==> config.mk <==
export PLATFORM = sky130hd
export DESIGN_NAME = bfbr_cmd_queue
export DESIGN_NICKNAME = d
export VERILOG_FILES = /design/src/rtl/core/byte_fifo_bit_reader_core_assert.svh /design/src/rtl/core/bfbr_pkg.sv /design/src/rtl/core/bfbr_cmd_queue.sv
export SDC_FILE = /design/constraint.sdc
export NUM_CORES = 1
export LEC_CHECK = 0
export ABC_CLOCK_PERIOD_IN_PS = 1950
export BUFFER_PORTS_ARGS = -buffer_cell sky130_fd_sc_hd__buf_2
export CORE_ASPECT_RATIO = 1.25
export CORE_MARGIN = 3
export CORE_UTILIZATION = 40
export DETAILED_ROUTE_END_ITERATION = 6
export HOLD_SLACK_MARGIN = 0.03
export PLACE_DENSITY = 0.73
export REMOVE_ABC_BUFFERS = 1
export SKIP_LAST_GASP = 1
export SYNTH_ARGS = -nofsm -noshare
export SYNTH_HDL_FRONTEND = slang
export SYNTH_SLANG_ARGS = --single-unit
==> constraint.sdc <==
create_clock -name clk -period 1.95 [get_ports clk]
set_input_delay 0.39 -clock clk [delete_from_list [all_inputs] [get_ports clk]]
set_output_delay 0.39 -clock clk [all_outputs]
set_load 0.03 [all_outputs]
==> src/rtl/core/byte_fifo_bit_reader_core_assert.svh <==
// ----------------------------------------------------------------------------
// Assertion macros for the byte FIFO bit reader core.
// The macros expect signals named clk and rst_n in the scope where they are used.
// ----------------------------------------------------------------------------
`ifndef BYTE_FIFO_BIT_READER_CORE_ASSERT_SVH
`define BYTE_FIFO_BIT_READER_CORE_ASSERT_SVH

// Checks that the consequent holds in the same cycle as the antecedent.
`define BFBR_ASSERT_NOW(lbl, ante, cons, msg) \
    lbl: assert property (@(posedge clk) disable iff (!rst_n) (ante) |-> (cons)) \
        else $error(msg);

// Checks that the consequent holds in the cycle after the antecedent.
`define BFBR_ASSERT_NEXT(lbl, ante, cons, msg) \
    lbl: assert property (@(posedge clk) disable iff (!rst_n) (ante) |=> (cons)) \
        else $error(msg);

`endif

==> src/rtl/core/bfbr_pkg.sv <==
// ----------------------------------------------------------------------------
// bfbr_pkg
// Shared types and constants of the byte FIFO bit reader core.
// ----------------------------------------------------------------------------
`default_nettype none

package bfbr_pkg;

    localparam int unsigned FIFO_DEPTH_DEF = 1024;
    localparam int unsigned BYTE_W         = 8;
    localparam int unsigned BITCNT_W       = 5;
    localparam int unsigned VALUE_W        = 24;
    localparam int unsigned REMAIN_W       = 14;
    localparam int unsigned BUF_W          = 32;
    localparam int unsigned HELD_W         = 6;
    localparam int unsigned MAX_READ_BITS  = 24;

    localparam int unsigned CQ_DEPTH = 2;
    localparam int unsigned CQ_PTR_W = 1;
    localparam int unsigned CQ_CNT_W = 2;

    localparam logic MODE_PUSH = 1'b0;
    localparam logic ORDER_MSB = 1'b0;

    typedef enum logic [1:0] {
        CMD_PUSH,
        CMD_READ,
        CMD_BAD
    } cmd_kind_t;

    typedef struct packed {
        cmd_kind_t             kind;
        logic [BYTE_W-1:0]     data_byte;
        logic [BITCNT_W-1:0]   bit_count;
        logic                  consume;
    } cmd_t;

    typedef enum logic [1:0] {
        ST_IDLE,
        ST_EXEC,
        ST_LOAD
    } back_state_t;

    function automatic logic [BUF_W-1:0] low_mask(input logic [HELD_W-1:0] n);
        logic [BUF_W:0] m;
        m = ({{BUF_W{1'b0}}, 1'b1} << n) - {{BUF_W{1'b0}}, 1'b1};
        return m[BUF_W-1:0];
    endfunction

endpackage

`default_nettype wire

==> src/rtl/core/bfbr_cmd_queue.sv <==
// ----------------------------------------------------------------------------
// bfbr_cmd_queue
// Short queue of classified commands between the front and back parts.
// ----------------------------------------------------------------------------
`default_nettype none

module bfbr_cmd_queue
(
    input  logic           clk,
    input  logic           rst_n,
    input  logic           push_valid,
    output logic           push_ready,
    input  bfbr_pkg::cmd_t push_cmd,
    output logic           pop_valid,
    input  logic           pop_ready,
    output bfbr_pkg::cmd_t pop_cmd
);
    import bfbr_pkg::*;

    cmd_t                entry_reg [CQ_DEPTH];
    logic [CQ_PTR_W-1:0] wr_ptr_reg;
    logic [CQ_PTR_W-1:0] wr_ptr_next;
    logic [CQ_PTR_W-1:0] rd_ptr_reg;
    logic [CQ_PTR_W-1:0] rd_ptr_next;
    logic [CQ_CNT_W-1:0] count_reg;
    logic [CQ_CNT_W-1:0] count_next;
    logic                do_push;
    logic                do_pop;

    assign push_ready = (count_reg != CQ_CNT_W'(CQ_DEPTH));
    assign pop_valid  = (count_reg != '0);
    assign pop_cmd    = entry_reg[rd_ptr_reg];
    assign do_push    = push_valid && push_ready;
    assign do_pop     = pop_valid && pop_ready;

    always_comb
    begin
        wr_ptr_next = wr_ptr_reg;
        rd_ptr_next = rd_ptr_reg;
        count_next  = count_reg;
        if (do_push)
        begin
            wr_ptr_next = (wr_ptr_reg == CQ_PTR_W'(CQ_DEPTH - 1)) ? '0 : wr_ptr_reg + 1'b1;
        end
        if (do_pop)
        begin
            rd_ptr_next = (rd_ptr_reg == CQ_PTR_W'(CQ_DEPTH - 1)) ? '0 : rd_ptr_reg + 1'b1;
        end
        if (do_push && !do_pop)
        begin
            count_next = count_reg + 1'b1;
        end
        else if (do_pop && !do_push)
        begin
            count_next = count_reg - 1'b1;
        end
    end

    always_ff @(posedge clk or negedge rst_n)
    begin
        if (!rst_n)
        begin
            wr_ptr_reg <= '0;
            rd_ptr_reg <= '0;
            count_reg  <= '0;
        end
        else
        begin
            wr_ptr_reg <= wr_ptr_next;
            rd_ptr_reg <= rd_ptr_next;
            count_reg  <= count_next;
        end
    end

    always_ff @(posedge clk)
    begin
        if (do_push)
        begin
            entry_reg[wr_ptr_reg] <= push_cmd;
        end
    end

endmodule

`default_nettype wire

==> flow_results.org, run 1 <==
** Die
- Die boundary height :: 72.21 microns
- Overall die area :: 4258 sq um
- For this design the top-level I/O count stands at 38.
- Starting density of the core :: 42.75%
- Row Count :: 23
- Measured along the x axis, the die boundary spans 58.97 microns.
- Core Box Area :: 3281 sq um

** Placement
- Placement-stage cell area :: 1638 sq um
- The congestion estimate from routability-driven global placement came to 0.6441.
- DPL Wire Length :: 1595 microns
- IO buf count :: 37
- In this run, placement finished with an instance count of 143.

** Critical path
- Together, buffers and inverters on the worst path number 2.
- Startpoint of the worst setup timing path :: rd_ptr_reg
- Grouping stages by cell kind, the critical path spends the most delay in flip-flops.
- Nature of the critical path startpoint :: flop
- The largest individual stage delay along the critical path comes from the cell dfrtp_1.
- In this run the worst path has a maximum fanout of 16.
- Data on the critical path arrives at its endpoint at 1.38 ns.
- Chain of cells forming the critical path :: buf_12, mux2_2, buf_2
- Kind of critical path :: reg -> out
- STA classifies the critical path endpoint as a primary output.
- Required time worst endpoint :: 1.56 ns
- In this design, the stage delay of the slowest critical-path cell is 0.41 ns.
- Start of the worst register-to-register path :: count_reg[0]

** Pwr
- Highest ir drop seen on vdd :: 1012 uV
- Power per cell area :: 1599 nW/um^2
- Leakage power of the design :: 0.7035 nW

** Cells and area
- After the flow finishes, the layout carries non-filler instances totaling 152.
- Flip-flop count of the largest register, all copies and words added :: 32
- The repair_antennas step left the layout with diodes totalling 0.
- Share of cells above drive strength 1 :: 53.91%
- Leaving out fill and tap cells, the most frequent cells in the layout are buf_2 (37), edfxtp_1 (32), mux2_4 (9), mux2_2 (7), clkbuf_8 (5).
- Most common cell after layout, fill and taps aside :: buf_2
- Relative to the synthesized area, the layout overhead comes to 23.19%.
- With fillers left out, the area of the finished cells amounts to 1728 sq um.
- Net count, final :: 135

** Clock tree
- The clock reaches the later pin of the worst-skew pair after 0.27 ns.
- Clock buffer count from CTS :: 5
- Number of gates resized after CTS :: 0
- Counting every sink on the clock net gives 36.
- CTS tree :: built
- The clock passes through at most 2 buffers.
- In this run the clock root is driven by a clkbuf_8.
- After clock tree synthesis, the clock-pin slew on the worst setup and hold paths is 0.06 ns.
- Total number of H-tree levels :: 2
- Number of buffers added for setup after CTS :: 0
- Buffers inserted to repair hold after CTS numbered 1.

** Timing
- Final hold slack :: 0.3025 ns
- For the pin with the worst max-slew slack, the measured transition is 0.2226 ns.
- Setup violations remaining at the end of the flow were counted as 0.
- Timing would allow up to 0.5636 GHz.
- Measured against its own limit, the worst slew margin works out to 85.16%.
- The max-slew violation total from the final report came to 0.
- Final critical delay including setup and external delays :: 1.774 ns
- The worst path uses 90.98% of the clock period.
- The final count of hold timing violations was 0.
- Unrepaired setup endpoints after global routing :: no
- Setup tns final :: 0 ns
- Clock Skews :: 0.001864 ns

** Routing
- Detail-routed via count per cell :: 4.763
- DRC viols :: 0
- Number of DRC markers in iteration 0 :: 24
- Dividing the detail-routed wire length by the instance count gives 14.60 microns.
- Sum of routed wire length over all layers :: 2219 microns
- ANT nets after route :: 0
- Vias :: 724
- First drt pass iteration count :: 4

** Synth
- Count of unique library cells instantiated by Yosys :: 16
- The synthesized netlist occupies a cell area of 1403 sq um.
- FF+latch count, synth :: 36
- In the post-synthesis netlist, the biggest area contributors are edfxtp_1 (69%), mux2_4 (9.6%), dfrtp_1 (7.1%), mux2_2 (5.6%), xnor2_1 (1.9%).
- edfxtp_1 takes more of the synthesized area than any other cell.
- Counting every instance in the synthesized netlist gives 68.
- Top-area cell type share of the netlist area :: 68.51%
- Dividing the synthesized area by the synthesized cell count gives 20.63 sq um.
- Sequential elements use 75.65% of the synthesized area.
- During synthesis, Yosys emitted a total of 0 warnings.

** Global routing
- Entering global routing, the biggest net connects 17 pins.
- Summed over all layers, the global routing overflow is 0.
- The via count of the first global-routing pass is 734.
- Number of antenna violations at the first check in global routing :: 0
- GRT Resource Usage Total :: 11.17%
- Global-route wire length before repair :: 3394 microns

** Outcome
- Result of the run :: complete, no violations

** Run
- Max-cap violations :: 0

** Hold path
- Origin of the worst min-delay path :: push_cmd[7]
- Type of the most critical hold path :: in -> reg
## synth_stat cells
library cell,instances
mux2_4,9
xnor2_1,3
dfrtp_1,4
edfxtp_1,32
or2_1,1
buf_6,1
nand2_2,1
nand2_1,1
xor2_1,2
and3_1,1
nor2_1,2
inv_1,1
ha_1,1
mux2_2,7
nand2b_1,1
buf_12,1
## final timing paths
path | end | slack [ns] | depth (start not counted)
min in group asynchronous | wr_ptr_reg | 0.44 | 2
worst min register to register | count_reg[1] | 0.49 | 1
worst max-delay path | pop_cmd[3] | 0.18 | 3
max in group asynchronous | count_reg[1] | 1.39 | 2
worst min-delay path | entry_reg[0][7] | 0.30 | 1
worst max register to register | count_reg[1] | 0.50 | 6
## worst register-to-register path, stage by stage, from the launching register on
cell and delay [ns]:
dfrtp_1 0.42, nand2b_1 0.18, nand2_1 0.12, inv_1 0.05
ha_1 0.32, nor2_1 0.14, xor2_1 0.15
## cell type report
type | instances | area (sq um)
Fill cell | 289 | 1553
Sequential cell | 36 | 1061
Multi-Input combinational cell | 29 | 306.5
Timing Repair Buffer | 41 | 230.2
Clock buffer | 7 | 76.32
Tap cell | 37 | 46.29
Clock inverter | 1 | 3.754
Inverter | 1 | 3.754
## cell families after synthesis
family	count (synthesis)	synth area share [%]
multiplexers	16	15.25
XOR/XNOR	5	3.123
adder cells (fa/ha/maj)	1	0.8919
AND/OR/NAND/NOR	7	2.588
flip-flops	36	75.65
buffers and inverters	3	2.498
## per-stage QoR
step	utilization (%)	power, mW	setup WS (ns)
global placement	49.92	2.299	0.4786
floorplan	-	1.991	-0.02366
global route	52.67	2.905	0.1107
CTS	52.67	2.811	0.1504
finish	52.67	2.764	0.1758
detailed placement	49.92	2.330	0.4605
## layer usage
metal  GRT usage (%)  wire (microns)
met1           10.89             809
met2           19.78            1235
met3           4.804             164
met4           5.290              10
met5               0               0
## power by group
part           total (mW)  internal, mW  switching, mW
clock network       0.472         0.248          0.224
registers            1.14          1.07         0.0770
logic                1.15         0.471          0.676
(Power assumes the default switching activity.)
==> run 2, diff against run 1 <==
Settings changed: CAP_MARGIN from default to 0, PLACE_DENSITY 0.73 to 0.74.
==> run 2 against run 1 <==
Effect of this change:
- maximum frequency increased by 0.35%
- total power increased by 0.97%
- wire length decreased by 7.0%
- non-clock buffer count increased by 1
- cell count increased by 0.66%
- final area increased by 0.29%
- via count decreased by 2.8%
- core utilization increased by 0.15 points
- hold slack got worse by 0.0066 ns
- critical path depth unchanged
- sequential share of layout area decreased by 0.18 points
- critical path type unchanged
==> flow_results.org, run 2 (synthesis gave the netlist of run 1 again) <==
** Global routing
- The via count of the first global-routing pass came to 770 (was 734).
- Total grt overflow :: 0 (unchanged)
- The first-pass GRT wire length is 3291 microns (was 3394 microns).
- The maximum number of pins on one net before global-route repair is 17 (unchanged).
- Number of antenna violations at the first check in global routing :: 0 (unchanged)
- GRT Resource Usage Total :: 11.02% (was 11.17%)

** Placement
- Final weighted congestion of routability-driven global placement :: 0.7305 (was 0.6441)
- Worst-case setup slack after placement :: 0.3462 ns (was 0.4605 ns)
- The total of buffers placed on input and output ports was 37 (unchanged).
- The post-place instance area is 1633 sq um (was 1638 sq um).
- DPL Wire Length :: 1514 microns (was 1595 microns)

** Critical path
- Nature of the critical path startpoint :: flop (unchanged)
- Register-to-Register Path Depth :: 2 (was 6)
- The start-to-end type of the worst setup path is reg -> out (unchanged).
- The reg-to-reg startpoint was count_reg[0] (unchanged).
- Crit path largest cell delay :: 0.36 ns (was 0.41 ns)
- The highest net fanout along the worst path is 11 (was 16).
- Chain of cells forming the critical path :: buf_4, mux2_2, buf_2 (was buf_12, mux2_2, buf_2)
- The register-to-register setup slack was 0.35 ns (was 0.50 ns).
- The kind of end point of the critical path was a primary output (unchanged).
- The start point of the critical path is rd_ptr_reg (unchanged).
- The worst path arrival time was 1.38 ns (about the same).
- The endpoint of the worst-slack reg-to-reg timing path is entry_reg[1][9] (was count_reg[1]).
- Crit path capture :: pop_cmd[2] (was pop_cmd[3])
- The data required time at the worst endpoint is 1.56 ns (about the same).
- The cell with the biggest individual delay on the critical path is mux2_2 (was dfrtp_1).

** Timing
- The maximum operating frequency came to 0.5656 GHz (was 0.5636 GHz).
- Final count of negative-setup-slack endpoints :: 0 (unchanged)
- Post-route clock period utilization :: 90.66% (was 90.98%)
- The setup slack after layout was 0.1821 ns (was 0.1758 ns).
- Number of endpoints with negative hold slack in the final report :: 0 (unchanged)
- Unrepaired setup endpoints after global routing: no (unchanged).
- Clock Skews :: 0.006894 ns (was 0.001864 ns)
- Max Transition Viols Final :: 0 (unchanged)
- The final critical path time including I/O delays and setup was 1.768 ns (was 1.774 ns).
- Relative max-transition margin :: 50.28% (was 85.16%)
- Actual transition at the worst max-transition pin :: 0.7457 ns (was 0.2226 ns)

** Die
- The chip width came to 58.97 microns (unchanged).
- Die boundary height :: 72.21 microns (unchanged)
- Row Count :: 23 (unchanged)
- The starting density of the core came to 42.75% (unchanged).
- The top-level port count came to 38 (unchanged).
- The placeable core region is 3281 sq um (unchanged).
- Overall die area :: 4258 sq um (unchanged)

** Cells and area
- Commonest non-fill, non-tap cells in the layout :: buf_2 (37), edfxtp_1 (32), mux2_4 (9), mux2_2 (7), clkbuf_8 (6) (was buf_2 (37), edfxtp_1 (32), mux2_4 (9), mux2_2 (7), clkbuf_8 (5))
- Final core utilization :: 52.82% (was 52.67%)
- Most common cell after layout, fill and taps aside :: buf_2 (unchanged)
- Share of cells above drive strength 1 :: 55.17% (was 53.91%)
- The area of all placed cells without fillers came to 1733 sq um (was 1728 sq um).
- Layout overhead on the synthesized area :: 23.55% (was 23.19%)
- Flip-flop count of the largest register, all copies and words added :: 32 (unchanged)
- The antenna diode count came to 0 (unchanged).
- Net count, final :: 136 (was 135)
- Filler Cells Inserted :: 295 (was 289)

** Pwr
- The power consumption is 2.790 mW (was 2.764 mW).
- Highest ir drop seen on vdd :: 1131 uV (was 1012 uV)
- The ratio of total power to cell area came to 1610 nW/um^2 (was 1599 nW/um^2).
- Leakage power of the design :: 0.7094 nW (was 0.7035 nW)

** Outcome
- Result of the run: complete, no violations (unchanged).

** Routing
- The DRC violation total after the first TritonRoute iteration came to 11 (was 24).
- Sum of routed wire length over all layers :: 2064 microns (was 2219 microns)
- The routed via count divided by cell count is 4.601 (was 4.763).
- The post-detailed-route DRC marker count is 0 (unchanged).
- Drt wl/cell :: 13.49 microns (was 14.60 microns)
- First drt pass iteration count :: 4 (unchanged)
- ANT nets after route :: 0 (unchanged)
- Vias :: 704 (was 724)

** Clock tree
- The number of sinks handled by clock tree synthesis came to 36 (unchanged).
- Clock latency on the worst-skew pair :: 0.28 ns (was 0.27 ns)
- Number of gates resized after CTS :: 0 (unchanged)
- Clock-pin slew on the worst setup and hold paths :: 0.07 ns (was 0.06 ns)
- CTS tree :: built (unchanged)
- Clock root buffer master :: clkbuf_8 (unchanged)
- Total number of H-tree levels :: 2 (unchanged)
- The total clock buffers created by CTS was 5 (unchanged).
- The maximum buffer depth of the clock tree is 2 (unchanged).

** Run
- Max-cap violations :: 0 (unchanged)

** Hold path
- Type of the most critical hold path :: in -> reg (unchanged)
==> run 2: cell types whose count changed in the layout (fill, tap and decap cells not counted) <==
cell | before | now
clkinv_1 | 1 | 0
buf_12 | 1 | 0
buf_4 | 2 | 4
clkbuf_8 | 5 | 6
==> run 2: worst min path at each step <==
stage                  from               end  slack, ns  cells after the start
3_3_place_gp          rst_n      count_reg[0]       0.20                      1
5_1_grt        push_cmd[12]  entry_reg[0][12]       0.28                      1
3_5_place_dp          rst_n      count_reg[0]       0.20                      1
4_1_cts         push_cmd[6]   entry_reg[1][6]       0.29                      1
2_1_floorplan         rst_n      count_reg[0]       0.09                      0
6_report        push_cmd[6]   entry_reg[1][6]       0.30                      1
==> run 2: where the power goes <==
part	internal, mW	switching [mW]
Combinational	0.457	0.684
Sequential	1.07	0.0658
Clock	0.287	0.228
Total	1.81	0.978
==> run 2: critical path, delay by kind of cell, from the launching register on <==
kind,cells,cell delay [ns]
buffers and inverters,2,0.40
multiplexers,1,0.36
flip-flops,1,0.34
==> run 2: area by class of cell <==
class,count,area [sq um],area share [%]
Inverter,1,3.754,0.2166
Sequential cell,36,1061,61.23
Clock buffer,8,90.09,5.199
Timing Repair Buffer,42,225.2,13.00
Tap cell,37,46.29,2.671
Multi-Input combinational cell,29,306.5,17.69
==> run 2: metal layers <==
layer / part of all wire (%) / track usage (%) / vias up / wire [microns]
met1: 35 / 9.928 / 326 / 721
met2: 56 / 19.53 / 26 / 1146
met5: 0 / 0 / - / 0
met3: 7.9 / 5.338 / 6 / 164
li1: - / - / 346 / -
met4: 1.5 / 6.045 / 0 / 31
==> run 2: what timing repair did <==
item / 4_1_cts / 5_1_grt
hold buffers: 1 / 0
endpoints found under the hold margin: 4 / 0
setup buffers: 0 / 0
==> run 2: stage by stage <==
stage	std cells	hold WS (ns)	setup TNS (ns)
detailed placement	144	0.2050	0
global route	153	0.2791	0
floorplan	66	0.09441	-0.3786
finish	153	0.2959	0
global placement	144	0.1990	0
CTS	153	0.2851	0
